### src/rtl/preemptive_priority_line_queue_top_assert.svh
`ifndef PREEMPTIVE_PRIORITY_LINE_QUEUE_TOP_ASSERT_SVH
`define PREEMPTIVE_PRIORITY_LINE_QUEUE_TOP_ASSERT_SVH
// implication checked on every clock edge outside reset
`define PPLQ_ASSERT_IMP(lbl, a, c) \
  lbl: assert property (@(posedge clk) disable iff (!rst_n) (a) |-> (c)) \
    else $error("assertion failed");
// implication whose consequent is checked in the cycle after the antecedent
`define PPLQ_ASSERT_NXT(lbl, a, c) \
  lbl: assert property (@(posedge clk) disable iff (!rst_n) (a) |=> (c)) \
    else $error("assertion failed");
`endif

### src/rtl/pplq_pkg.sv
package pplq_pkg;
  localparam int QUEUE_DEPTH = 8;
  localparam int IDX_W = $clog2(QUEUE_DEPTH);
  localparam int CNT_W = $clog2(QUEUE_DEPTH + 1);

  localparam logic [2:0] REQ_TICK    = 3'd0;
  localparam logic [2:0] REQ_PUSH    = 3'd1;
  localparam logic [2:0] REQ_PREEMPT = 3'd2;
  localparam logic [2:0] REQ_CLEAR   = 3'd3;
  localparam logic [2:0] REQ_REMOVE  = 3'd4;
  localparam logic [2:0] REQ_FINISH  = 3'd5;

  localparam logic CFG_ENABLE = 1'b0;
  localparam logic CFG_LIMIT  = 1'b1;

  typedef struct packed {
    logic [2:0]         req_type;
    logic [15:0]        line_id;
    logic [15:0]        text_ref;
    logic signed [15:0] priority_req;
    logic [15:0]        duration;
    logic               interruptible;
    logic [7:0]         line_tag;
    logic [15:0]        tick_amount;
  } in_word_t;

  typedef struct packed {
    logic               accepted;
    logic               speaking;
    logic [15:0]        active_line_id;
    logic [15:0]        active_text_ref;
    logic signed [15:0] active_priority;
    logic               active_interruptible;
    logic [7:0]         active_tag;
    logic               interrupted_flag;
    logic [3:0]         queue_depth;
    logic [15:0]        pushed_total;
    logic [15:0]        served_total;
    logic [15:0]        preempt_total;
  } out_word_t;

  typedef struct packed {
    logic [15:0]        line_id;
    logic signed [15:0] prio;
    logic [15:0]        text_ref;
    logic [15:0]        duration;
    logic               interruptible;
    logic [7:0]         tag;
  } entry_t;
endpackage

### src/rtl/preemptive_priority_line_queue_top.sv
// path from acceptance to result word: clear requests and rejected push and finish requests
//   go straight to the done state; tick, preempt and push to an idle line pass the close state
// queued push and remove walk the queue memory one entry a cycle in the scan and shift states
// finish runs the pop pass (pop, then shift while entries remain); tick with expiry does so after close
// one request in flight; the next request is taken only after the result word has been taken
// reset (synchronous, rst_n low): queue empty, idle, counters zero, enable 1, limit 8
module preemptive_priority_line_queue_top import pplq_pkg::*; (
  input  logic      clk,
  input  logic      rst_n,
  input  logic      in_valid,
  output logic      in_ready,
  input  in_word_t  in_data,
  output logic      out_valid,
  input  logic      out_ready,
  output out_word_t out_data,
  input  logic      cfg_valid,
  output logic      cfg_ready,
  input  logic [0:0] cfg_index,
  input  logic [3:0] cfg_data
);
  `include "preemptive_priority_line_queue_top_assert.svh"

  localparam logic [2:0] ST_IDLE  = 3'd0;
  localparam logic [2:0] ST_SCAN  = 3'd1;
  localparam logic [2:0] ST_SHIFT = 3'd2;
  localparam logic [2:0] ST_DONE  = 3'd3;
  localparam logic [2:0] ST_POP   = 3'd4;
  localparam logic [2:0] ST_CLOSE = 3'd5;

  localparam logic [1:0] OP_INS = 2'd0;
  localparam logic [1:0] OP_DEL = 2'd1;

  entry_t mem [QUEUE_DEPTH];
  entry_t rd_q;
  logic [IDX_W-1:0] rd_addr;
  logic rd_en;
  logic we;
  logic [IDX_W-1:0] wr_addr;
  entry_t wr_data;

  always_ff @(posedge clk) begin
    if (we) begin
      mem[wr_addr] <= wr_data;
    end
    if (rd_en) begin
      rd_q <= mem[rd_addr];
    end
  end

  logic [2:0] st_r, st_nxt;
  logic [1:0] op_r, op_nxt;
  in_word_t req_r, req_nxt;
  entry_t cur_r, cur_nxt, hold_r, hold_nxt;
  logic busy_r, busy_nxt, pre_r, pre_nxt, acc_r, acc_nxt;
  logic [15:0] timer_r, timer_nxt;
  logic [CNT_W-1:0] cnt_r, cnt_nxt, pos_r, pos_nxt;
  logic [15:0] pushed_r, pushed_nxt, served_r, served_nxt, pre_cnt_r, pre_cnt_nxt;
  logic en_r;
  logic [3:0] lim_r;
  logic out_valid_r, out_valid_nxt;
  out_word_t out_r, out_nxt;

  logic [CNT_W-1:0] lim_used;
  logic [16:0] tsum;
  entry_t new_e;

  // head entry captured when a pop pass starts
  entry_t head_q;
  logic head_take_r;

  always_comb begin
    if (lim_r == 4'd0) begin
      lim_used = CNT_W'(1);
    end else if ({28'd0, lim_r} > QUEUE_DEPTH) begin
      lim_used = CNT_W'(QUEUE_DEPTH);
    end else begin
      lim_used = CNT_W'(lim_r);
    end
  end

  assign new_e = '{line_id: req_r.line_id, prio: req_r.priority_req,
                   text_ref: req_r.text_ref, duration: req_r.duration,
                   interruptible: req_r.interruptible, tag: req_r.line_tag};
  assign tsum = {1'b0, timer_r} + {1'b0, req_r.tick_amount};

  assign in_ready  = (st_r == ST_IDLE) && !out_valid_r;
  assign cfg_ready = (st_r == ST_IDLE) && !out_valid_r;
  assign out_valid = out_valid_r;
  assign out_data  = out_r;

  always_ff @(posedge clk) begin
    if (!rst_n) begin
      en_r  <= 1'b1;
      lim_r <= 4'd8;
    end else if (cfg_valid && cfg_ready) begin
      unique case (cfg_index)
        CFG_ENABLE: en_r  <= cfg_data[0];
        CFG_LIMIT:  lim_r <= cfg_data;
        default: ;
      endcase
    end
  end

  always_comb begin
    st_nxt = st_r; op_nxt = op_r; req_nxt = req_r; cur_nxt = cur_r; hold_nxt = hold_r;
    busy_nxt = busy_r; pre_nxt = pre_r; acc_nxt = acc_r; timer_nxt = timer_r;
    cnt_nxt = cnt_r; pos_nxt = pos_r; pushed_nxt = pushed_r; served_nxt = served_r;
    pre_cnt_nxt = pre_cnt_r; out_valid_nxt = out_valid_r; out_nxt = out_r;
    rd_en = 1'b0; rd_addr = pos_r[IDX_W-1:0]; we = 1'b0; wr_addr = pos_r[IDX_W-1:0];
    wr_data = hold_r;
    if (out_valid_r && out_ready) begin
      out_valid_nxt = 1'b0;
    end
    unique case (st_r)
      ST_IDLE: begin
        if (in_valid && in_ready) begin
          req_nxt = in_data;
          acc_nxt = 1'b0;
          st_nxt = ST_DONE;
          unique case (in_data.req_type)
            REQ_TICK: begin
              st_nxt = ST_CLOSE;
            end
            REQ_PUSH: begin
              if (in_data.line_id != 16'd0 && in_data.duration != 16'd0) begin
                acc_nxt = 1'b1;
                pushed_nxt = (pushed_r == 16'hFFFF) ? pushed_r : pushed_r + 16'd1;
                if (busy_r) begin
                  op_nxt = OP_INS;
                  pos_nxt = '0;
                  rd_en = 1'b1;
                  rd_addr = '0;
                  st_nxt = ST_SCAN;
                end else begin
                  st_nxt = ST_CLOSE;
                end
              end
            end
            REQ_PREEMPT: st_nxt = ST_CLOSE;
            REQ_CLEAR: begin
              acc_nxt = 1'b1;
              cnt_nxt = '0;
            end
            REQ_REMOVE: begin
              op_nxt = OP_DEL;
              pos_nxt = '0;
              rd_en = 1'b1;
              rd_addr = '0;
              st_nxt = ST_SCAN;
            end
            REQ_FINISH: begin
              if (busy_r) begin
                acc_nxt = 1'b1;
                st_nxt = ST_POP;
              end
            end
            default: ;
          endcase
        end
      end
      ST_CLOSE: begin
        st_nxt = ST_DONE;
        if (req_r.req_type == REQ_TICK) begin
          acc_nxt = en_r;
          if (en_r && busy_r) begin
            timer_nxt = tsum[16] ? 16'hFFFF : tsum[15:0];
            if ((tsum[16] ? 16'hFFFF : tsum[15:0]) >= cur_r.duration) begin
              st_nxt = ST_POP;
            end
          end
        end else if (req_r.req_type == REQ_PUSH) begin
          cur_nxt = new_e; busy_nxt = 1'b1; timer_nxt = '0; pre_nxt = 1'b0;
        end else begin
          if (req_r.line_id != 16'd0 && req_r.duration != 16'd0 && busy_r &&
              req_r.priority_req > cur_r.prio && cur_r.interruptible) begin
            acc_nxt = 1'b1; pre_nxt = 1'b1;
            pre_cnt_nxt = (pre_cnt_r == 16'hFFFF) ? pre_cnt_r : pre_cnt_r + 16'd1;
            pushed_nxt = (pushed_r == 16'hFFFF) ? pushed_r : pushed_r + 16'd1;
            cur_nxt = new_e; cur_nxt.interruptible = 1'b1; timer_nxt = '0;
          end
        end
      end
      ST_POP: begin
        served_nxt = (served_r == 16'hFFFF) ? served_r : served_r + 16'd1;
        busy_nxt = 1'b0; timer_nxt = '0; pre_nxt = 1'b0;
        if (cnt_r == '0) begin
          st_nxt = ST_DONE;
        end else begin
          op_nxt = OP_DEL;
          pos_nxt = '0;
          rd_en = 1'b1;
          rd_addr = '0;
          st_nxt = ST_SHIFT;
        end
      end
      ST_SCAN: begin
        if (op_r == OP_INS) begin
          if (pos_r < cnt_r && rd_q.prio >= req_r.priority_req) begin
            pos_nxt = pos_r + CNT_W'(1);
            rd_en = 1'b1;
            rd_addr = IDX_W'(pos_r + CNT_W'(1));
          end else if ({1'b0, pos_r} >= (CNT_W+1)'(QUEUE_DEPTH)) begin
            cnt_nxt = (cnt_r > lim_used) ? lim_used : cnt_r;
            st_nxt = ST_DONE;
          end else begin
            hold_nxt = new_e;
            rd_en = 1'b1;
            st_nxt = ST_SHIFT;
          end
        end else begin
          if (pos_r >= cnt_r) begin
            st_nxt = ST_DONE;
          end else if (rd_q.line_id == req_r.line_id) begin
            acc_nxt = 1'b1;
            rd_en = 1'b1;
            rd_addr = IDX_W'(pos_r + CNT_W'(1));
            st_nxt = ST_SHIFT;
          end else begin
            pos_nxt = pos_r + CNT_W'(1);
            rd_en = 1'b1;
            rd_addr = IDX_W'(pos_r + CNT_W'(1));
          end
        end
      end
      ST_SHIFT: begin
        if (op_r == OP_INS) begin
          we = 1'b1;
          wr_data = hold_r;
          hold_nxt = rd_q;
          if (pos_r >= cnt_r || pos_r == CNT_W'(QUEUE_DEPTH - 1)) begin
            cnt_nxt = (cnt_r < CNT_W'(QUEUE_DEPTH)) ? cnt_r + CNT_W'(1) : cnt_r;
            if (((cnt_r < CNT_W'(QUEUE_DEPTH)) ? cnt_r + CNT_W'(1) : cnt_r) > lim_used) begin
              cnt_nxt = lim_used;
            end
            st_nxt = ST_DONE;
          end else begin
            pos_nxt = pos_r + CNT_W'(1);
            rd_en = 1'b1;
            rd_addr = IDX_W'(pos_r + CNT_W'(1));
          end
        end else begin
          if (pos_r + CNT_W'(1) >= cnt_r) begin
            cnt_nxt = cnt_r - CNT_W'(1);
            st_nxt = ST_DONE;
          end else if (head_take_r) begin
            rd_en = 1'b1;
            rd_addr = IDX_W'(pos_r + CNT_W'(1));
          end else begin
            we = 1'b1;
            wr_addr = pos_r[IDX_W-1:0];
            wr_data = rd_q;
            pos_nxt = pos_r + CNT_W'(1);
            rd_en = 1'b1;
            rd_addr = IDX_W'(pos_r + CNT_W'(2));
          end
        end
      end
      ST_DONE: begin
        out_valid_nxt = 1'b1;
        st_nxt = ST_IDLE;
        out_nxt = '0;
        out_nxt.accepted = acc_r;
        out_nxt.speaking = busy_r;
        if (busy_r) begin
          out_nxt.active_line_id = cur_r.line_id;
          out_nxt.active_text_ref = cur_r.text_ref;
          out_nxt.active_priority = cur_r.prio;
          out_nxt.active_interruptible = cur_r.interruptible;
          out_nxt.active_tag = cur_r.tag;
          out_nxt.interrupted_flag = pre_r;
        end
        out_nxt.queue_depth = 4'(cnt_r);
        out_nxt.pushed_total = pushed_r;
        out_nxt.served_total = served_r;
        out_nxt.preempt_total = pre_cnt_r;
      end
      default: st_nxt = ST_IDLE;
    endcase
    // pop head: first cycle of a pop pass loads the new active entry
    if (st_r == ST_SHIFT && head_take_r) begin
      cur_nxt = head_q;
      busy_nxt = 1'b1;
    end
  end

  always_ff @(posedge clk) begin
    if (!rst_n) begin
      head_take_r <= 1'b0;
    end else begin
      head_take_r <= (st_r == ST_POP) && (cnt_r != '0);
    end
  end
  assign head_q = rd_q;

  always_ff @(posedge clk) begin
    if (!rst_n) begin
      st_r <= ST_IDLE; busy_r <= 1'b0; pre_r <= 1'b0; timer_r <= '0; cnt_r <= '0;
      pushed_r <= '0; served_r <= '0; pre_cnt_r <= '0; out_valid_r <= 1'b0;
      cur_r <= '0; acc_r <= 1'b0;
    end else begin
      st_r <= st_nxt; busy_r <= busy_nxt; pre_r <= pre_nxt;
      timer_r <= timer_nxt; cnt_r <= cnt_nxt; pushed_r <= pushed_nxt;
      served_r <= served_nxt; pre_cnt_r <= pre_cnt_nxt; out_valid_r <= out_valid_nxt;
      cur_r <= cur_nxt; acc_r <= acc_nxt;
    end
  end

  always_ff @(posedge clk) begin
    op_r <= op_nxt; req_r <= req_nxt; hold_r <= hold_nxt; pos_r <= pos_nxt;
    out_r <= out_nxt;
  end

  `PPLQ_ASSERT_IMP(a_depth_max, 1'b1, cnt_r <= CNT_W'(QUEUE_DEPTH))
  `PPLQ_ASSERT_IMP(a_ready_idle, in_ready, st_r == ST_IDLE && !out_valid_r)
  `PPLQ_ASSERT_NXT(a_done_out, st_r == ST_DONE, out_valid_r)
  `PPLQ_ASSERT_IMP(a_pre_busy, pre_r, busy_r)
endmodule
### config.mk
export PLATFORM = sky130hd
export DESIGN_NAME = preemptive_priority_line_queue_top
export DESIGN_NICKNAME = d
export VERILOG_FILES = /design/src/rtl/pplq_pkg.sv /design/src/rtl/preemptive_priority_line_queue_top.sv
export VERILOG_INCLUDE_DIRS = /design/src /design/src/rtl
export SDC_FILE = /design/constraint.sdc
export NUM_CORES = 2
export LEC_CHECK = 0
export ABC_CLOCK_PERIOD_IN_PS = 14700
export BUFFER_PORTS_ARGS = -buffer_cell sky130_fd_sc_hd__clkbuf_2
export CAP_MARGIN = 25
export CORE_ASPECT_RATIO = 0.75
export CORE_MARGIN = 5
export CORE_UTILIZATION = 52
export DETAILED_ROUTE_END_ITERATION = 16
export PLACE_DENSITY = 0.69
export SLEW_MARGIN = 5
export SYNTH_ARGS = -nofsm -noshare
export SYNTH_HDL_FRONTEND = slang
export SYNTH_SLANG_ARGS = --single-unit
export TNS_END_PERCENT = 100
### constraint.sdc
create_clock -name clk -period 14.7 [get_ports clk]
set_input_delay 0.735 -clock clk [delete_from_list [all_inputs] [get_ports clk]]
set_output_delay 0.735 -clock clk [all_outputs]
set_load 0.01 [all_outputs]
Yosys cells after proc, flatten, opt, wreduce, memory -nomap -nowiden
Memory sizes are Yosys's and may differ from the RTL's. A register that Yosys moved wholly into a read port is not among the register bits.
Index checks and enable logic that the tools add are counted.
{ "totals": {"regBits": 437, "ramBits": 584, "inputBits": 102, "out_inout_bits": 115, "wordCells": 311, "n_memories": 1} }
{ "memory_table": {"columns": ["name", "depth", "width", "rd", "rd_ports_with_merged_regs", "write_ports", "line", "source"], "rows": [
  ["mem", 8, 73, 1, 1, 1, "preemptive_priority_line_queue_top.sv:33", "entry_t mem [QUEUE_DEPTH];"]
]} }
{ "classes": {"n_addsub": 8, "order_cmp": 11, "eq_ne": 54, "n_mux": 131, "bitwise": 5, "reduce_logical": 54} }
{ "ops": {"columns": ["op", "n"], "rows": [
  ["$mux W73", 13],
  ["$mux W16", 12],
  ["$pmux W73 S2", 1],
  ["$mux W4", 25],
  ["$mux W3", 25],
  ["$pmux W16 S2", 2],
  ["$reduce_bool A16 Y1", 4],
  ["$ne A3 B3 Y1 const B", 17],
  ["$add A16 B1 Y16 const B", 3],
  ["$eq A16 B16 Y1 const B", 3],
  ["$mux W1", 34],
  ["$ge A16 B16 Y1", 2],
  ["$ne A2 B2 Y1 const B", 13],
  ["$pmux W3 S4", 2],
  ["$add A16 B16 Y17", 1],
  ["$eq A16 B16 Y1", 1],
  ["$gt A16 B16 Y1", 1],
  ["$pmux W4 S4", 1],
  ["$pmux W3 S5", 1],
  ["$reduce_and A5 Y1", 3],
  ["$reduce_and A7 Y1", 2],
  ["$logic_and A1 B1 Y1", 13],
  ["$eq A3 B2 Y1 const B", 4],
  ["$eq A3 B3 Y1 const B", 4],
  ["other kinds (37)", 76]
]} }

Logic depth before layout (Yosys ltp)
{ "logic_depth": {"ltp_word": 10, "mapped_depth": 23, "mapped_depth_nobuf": 22} }

Least setup slack after synthesis
No wires, ideal clock.
{ "synth_path": {"kind": "input -> register", "startpoint": "in in_valid", "endpoint": "reg req_r (netlist bit new_e[0]) (enable)", "setup_ns": 0.769, "arrival_ns": 9.525, "required_ns": 13.931, "setup_slack_ns": 4.406, "cell_stages": 2, "path_buffers": 0, "path_cell_list": "nand2b_1 nor4_1"} }
{ "synth_between": {"elab_chain_len": 2} }
{ "synth_lines": {"columns": ["item", "line", "source"], "rows": [
  ["from (decl)", "preemptive_priority_line_queue_top.sv:10", "input logic in_valid,"],
  ["$logic_and A1 B1 Y1", "preemptive_priority_line_queue_top.sv:116", "if (in_valid && in_ready) begin"],
  ["$reduce_and A2 Y1 (no source line)", null, null],
  ["to (signal assigned)", "preemptive_priority_line_queue_top.sv:309", "op_r <= op_nxt; req_r <= req_nxt; hold_r <= hold_nxt; pos_r <= pos_nxt;"],
  ["to (decl)", "preemptive_priority_line_queue_top.sv:52", "in_word_t req_r, req_nxt;"]
]} }
Every way passes these cells.
A chain may end at the register's enable or synchronous reset.

Worst setup path in the final report
{ "layout_path": {"startpoint": "reg pos_r[0]", "endpoint": "reg, netlist name head_q[45]"} }
{ "layout_between": {"elab_chain_len": 5, "word_cells_on_any_way": 30, "cone_classes": "add/sub (2); order compare (4); eq/ne (1); mux (21); reduce/logical (2)"} }
{ "layout_lines": {"columns": ["item", "line", "source"], "rows": [
  ["from (decl)", "preemptive_priority_line_queue_top.sv:56", "logic [CNT_W-1:0] cnt_r, cnt_nxt, pos_r, pos_nxt;"],
  ["from (signal assigned)", "preemptive_priority_line_queue_top.sv:309", null],
  ["$add A4 B1 Y4, or another cell as far along", "preemptive_priority_line_queue_top.sv:242", "if (pos_r + CNT_W'(1) >= cnt_r) begin"],
  ["$ge A4 B4 Y1, or another cell as far along", "preemptive_priority_line_queue_top.sv:242", null],
  ["$mux W3, or another cell as far along", "preemptive_priority_line_queue_top.sv:242", null],
  ["$mux W3, or another cell as far along", "preemptive_priority_line_queue_top.sv:226", "if (op_r == OP_INS) begin"],
  ["$pmux W3 S4 or $pmux W1 S4 (tied branches)", "preemptive_priority_line_queue_top.sv:114", "unique case (st_r)"]
]} }
Several ways; a longest one is shown, not always the timed one.

==> out/results.tsv <==
stage	metric	value	unit
status	outcome	complete, no violations	
cells_and_area	drive_gt1_frac	0.2132	
critical_path	path_common_cell	buf_4	
timing	maxSlewViolCount	0	
power_and_ir_drop	comb_power_share	0.350	
timing	rsz0062_at_grt	false	
critical_path	critPathLaunch	pos_r[0]	
logic_synthesis	synth_enable_flop_cells	939	
timing	skew	0.05633	ns
clocking	cts.sinks	1093	
logic_synthesis	synth.distinct_cells	79	
logic_synthesis	synth.yosys.seq_area_share	0.6926	
routing	vias_per_cell	6.060	
flow_run	max_cap_violations	0	
critical_path	cp.required	15.10	ns
timing	finalHoldViolCount	0	
cells_and_area	design_area	50820	µm²
floorplan	dieArea	92910	µm²
hold_path	hp-start	in_data[84]	
routing	wirelength	108.5	mm
timing	slew_headroom	0.3106	
floorplan	dieHeight	265.2	µm
routing	drtIter0Drc	2937	
critical_path	slowest_stage	buf_4	
floorplan	die_w	350.3	µm
logic_synthesis	ys_ff_latch	1093	
routing	post_drt_wl_per_cell	24.58	µm
logic_synthesis	syn_inst	2970	
routing	ant_nets	0	
logic_synthesis	synthArstFlopShare	0	
floorplan	core_area	85990	µm²
logic_synthesis	synth_area	45170	µm²
critical_path	crit_path_max_incr_delay	0.93	ns
cells_and_area	fin_nets	3385	
floorplan	num_io_pins	217	
power_and_ir_drop	p_int	7206	µW
clocking	cts_hold_buffers	0	
clocking	cts_tree	built	
global_routing	track_usage	0.2288	
routing	vias	26750	
clocking	path_clk_slew	0.06	ns
clocking	clock_tree.root_cell	clkbuf_16	
power_and_ir_drop	peakVddDrop	187.5	µV
routing	drt_first_pass_iters	5	
timing	worst_slew_pin_slew	1.034	ns
place	place_inst	4227	
timing	fmax	152.3	MHz
logic_synthesis	syn_area_per_cell	15.21	µm²
cells_and_area	fin_util	0.5909	
logic_synthesis	syn-num-nets	3165	
critical_path	cp.arrival	6.96	ns
critical_path	worstPathMaxFanout	65	
logic_synthesis	netlist_top_cells_area	edfxtp_1 62%, dfxtp_1 6.8%, mux2i_1 3.5%	
timing	fin_crit	6.565	ns
place	place.gp.congestion	0.8605	
hold_path	min_path_type	in -> reg	
clocking	clock_path_buffers	3	
global_routing	grt-ovfl-total	0	
logic_synthesis	synth_ff_type	edfxtp_1	
logic_synthesis	synth_common_cells	939 x edfxtp_1, 243 x nand2_1, 160 x mux2i_1	
clocking	post_cts_buffers	0	
power_and_ir_drop	p_sw_frac	0.3531	
clocking	cts_inserted_buffers	101	
clocking	cts.repair.resized	0	
logic_synthesis	yosysTopAreaCell	edfxtp_1	
place	port_buffers	216	
power_and_ir_drop	netSwitchingPower	3934	µW
timing	min_period_over_period	0.4466	
timing	setup_viol	0	
critical_path	reg2reg_from	pos_r[0]	
power_and_ir_drop	power	11140	µW
power_and_ir_drop	clkPwrFrac	0.234	
cells_and_area	area.growth.synth_to_final	12.51	%
place	hpwl	63.49	mm
power_and_ir_drop	power.density	219.2	nW/µm²
global_routing	grt_pass1_wl	162.9	mm
timing	setup_tns	0	ns
critical_path	crit_path_cell_trace	inv_1 -> ha_1 -> and4_1 -> nor3_1 -> o31ai_1 -> o22ai_1 -> nor2_1 -> o32ai_4 -> buf_4 -> buf_4 -> buf_4 -> mux2_2 -> o22ai_1 -> a221oi_2	
logic_synthesis	synth_top_area_frac	0.6243	
global_routing	grt_antenna_before_repair	3	
critical_path	critical_path_class	reg -> reg	
clocking	cts_max_level	3	
critical_path	cp-end-kind	flop	
routing	drc	0	
critical_path	cp-start-kind	flop	
power_and_ir_drop	power.leakage	0.01802	µW
cells_and_area	instances_no_fill	4415	
place	placed_area	47520	µm²
floorplan	rows	93	
clocking	clk_latency	0.70	ns
logic_synthesis	yosys_warnings	0	
global_routing	grt_pass1_vias	26420	
floorplan	initial_utilization	0.5252	
logic_synthesis	yosysMostFrequentCell	edfxtp_1	
global_routing	grt_max_degree	74	
power_and_ir_drop	seqPwrFrac	0.416	
[stage by stage]
stage                     hold slack, ns  setup slack (ns)
final                             0.2299             8.135
after floorplan                   0.4080             4.406
after CTS                         0.1893             8.253
after detailed placement          0.4357             8.298
after global routing              0.1951             7.799
after global placement            0.4321             8.571
[registers in the layout, summed over array words and instances, names as in the netlist, 19 cells and up]
| name | count |
|---|---|
| hold_r | 73 |
| new_e | 73 |
| out_data | 112 |
| mem | 584 |
| head_q | 73 |
| req_r | 19 |
| cur_r | 73 |
[cell usage in the layout (no fill, tap or decap), types with 26 or more instances in the layout]
cell / count
edfxtp_1: 939
nand2_1: 239
clkbuf_2: 215
mux2i_1: 160
dfxtp_1: 153
mux2_2: 138
clkbuf_16: 101
ha_1: 92
nor2_1: 89
inv_1: 83
mux2_1: 81
o22ai_1: 80
a221oi_2: 61
and2_1: 61
o21ai_0: 55
a21oi_1: 54
buf_4: 50
o21a_1: 49
o221a_2: 42
xnor2_1: 38
a31oi_1: 32
o221ai_1: 32
nand3_1: 31
nand4_1: 30
xor2_1: 26
clkbuf_1: 26
[power groups by stage]
stage | registers, µW | clock network, µW | logic [µW]
detailed placement | 4700 | 0 | 3870
floorplan | 4700 | 0 | 2770
CTS | 4640 | 2650 | 3890
finish | 4640 | 2610 | 3890
global placement | 4680 | 0 | 3730
global route | 4680 | 2790 | 4170
[worst paths after layout]
check	endpoint	slack (ns)	depth (start not counted)
hold / removal	new_e[68]	0.23	1
setup / recovery	head_q[45]	8.14	14
hold reg to reg	out_data[111]	0.45	0
setup reg to reg	head_q[45]	8.14	14
[layer usage]
layer  up-vias  part of all wire  global-route usage
met4         2             0.019             0.05166
met2      1201              0.45              0.3563
met5         -          0.000092                   0
met3       153             0.086             0.03752
met1     13450              0.44              0.3432
li1      11950                 -                   -
[kinds of logic (layout without fill, tap and decap cells)]
family	count (synthesis)	after routing	synth area share
buf+inv	235	539	0.02247
simple gates	583	583	0.06194
flops	1093	1093	0.6926
other cells	0	1	0
fa+ha+maj	93	93	0.02593
xor+xnor	64	64	0.01241
mux	379	379	0.09006
compound gates	523	523	0.09463
[layout make-up]
| cell class | instances | area (µm²) |
|---|---|---|
| Multi-Input combinational cell | 1642 | 13000 |
| Inverter | 85 | 319.1 |
| Sequential cell | 1093 | 31280 |
| Antenna cell | 1 | 2.502 |
| Clock inverter | 56 | 610.6 |
| Tap cell | 1140 | 1426 |
| Timing Repair Buffer | 267 | 1499 |
| Fill cell | 6370 | 35180 |
| Clock buffer | 131 | 2680 |
[critical path, delay by kind of cell, from the launching register on]
family	cells	cell delay, ns
multiplexers	1	0.41
AO/OA/AOI/OAI	5	1.12
AND/OR/NAND/NOR	3	0.93
buffers and inverters	4	2.71
adder cells (fa/ha/maj)	1	0.34
flip-flops	1	0.64
Note: power is estimated with default switching activity, not from simulation.
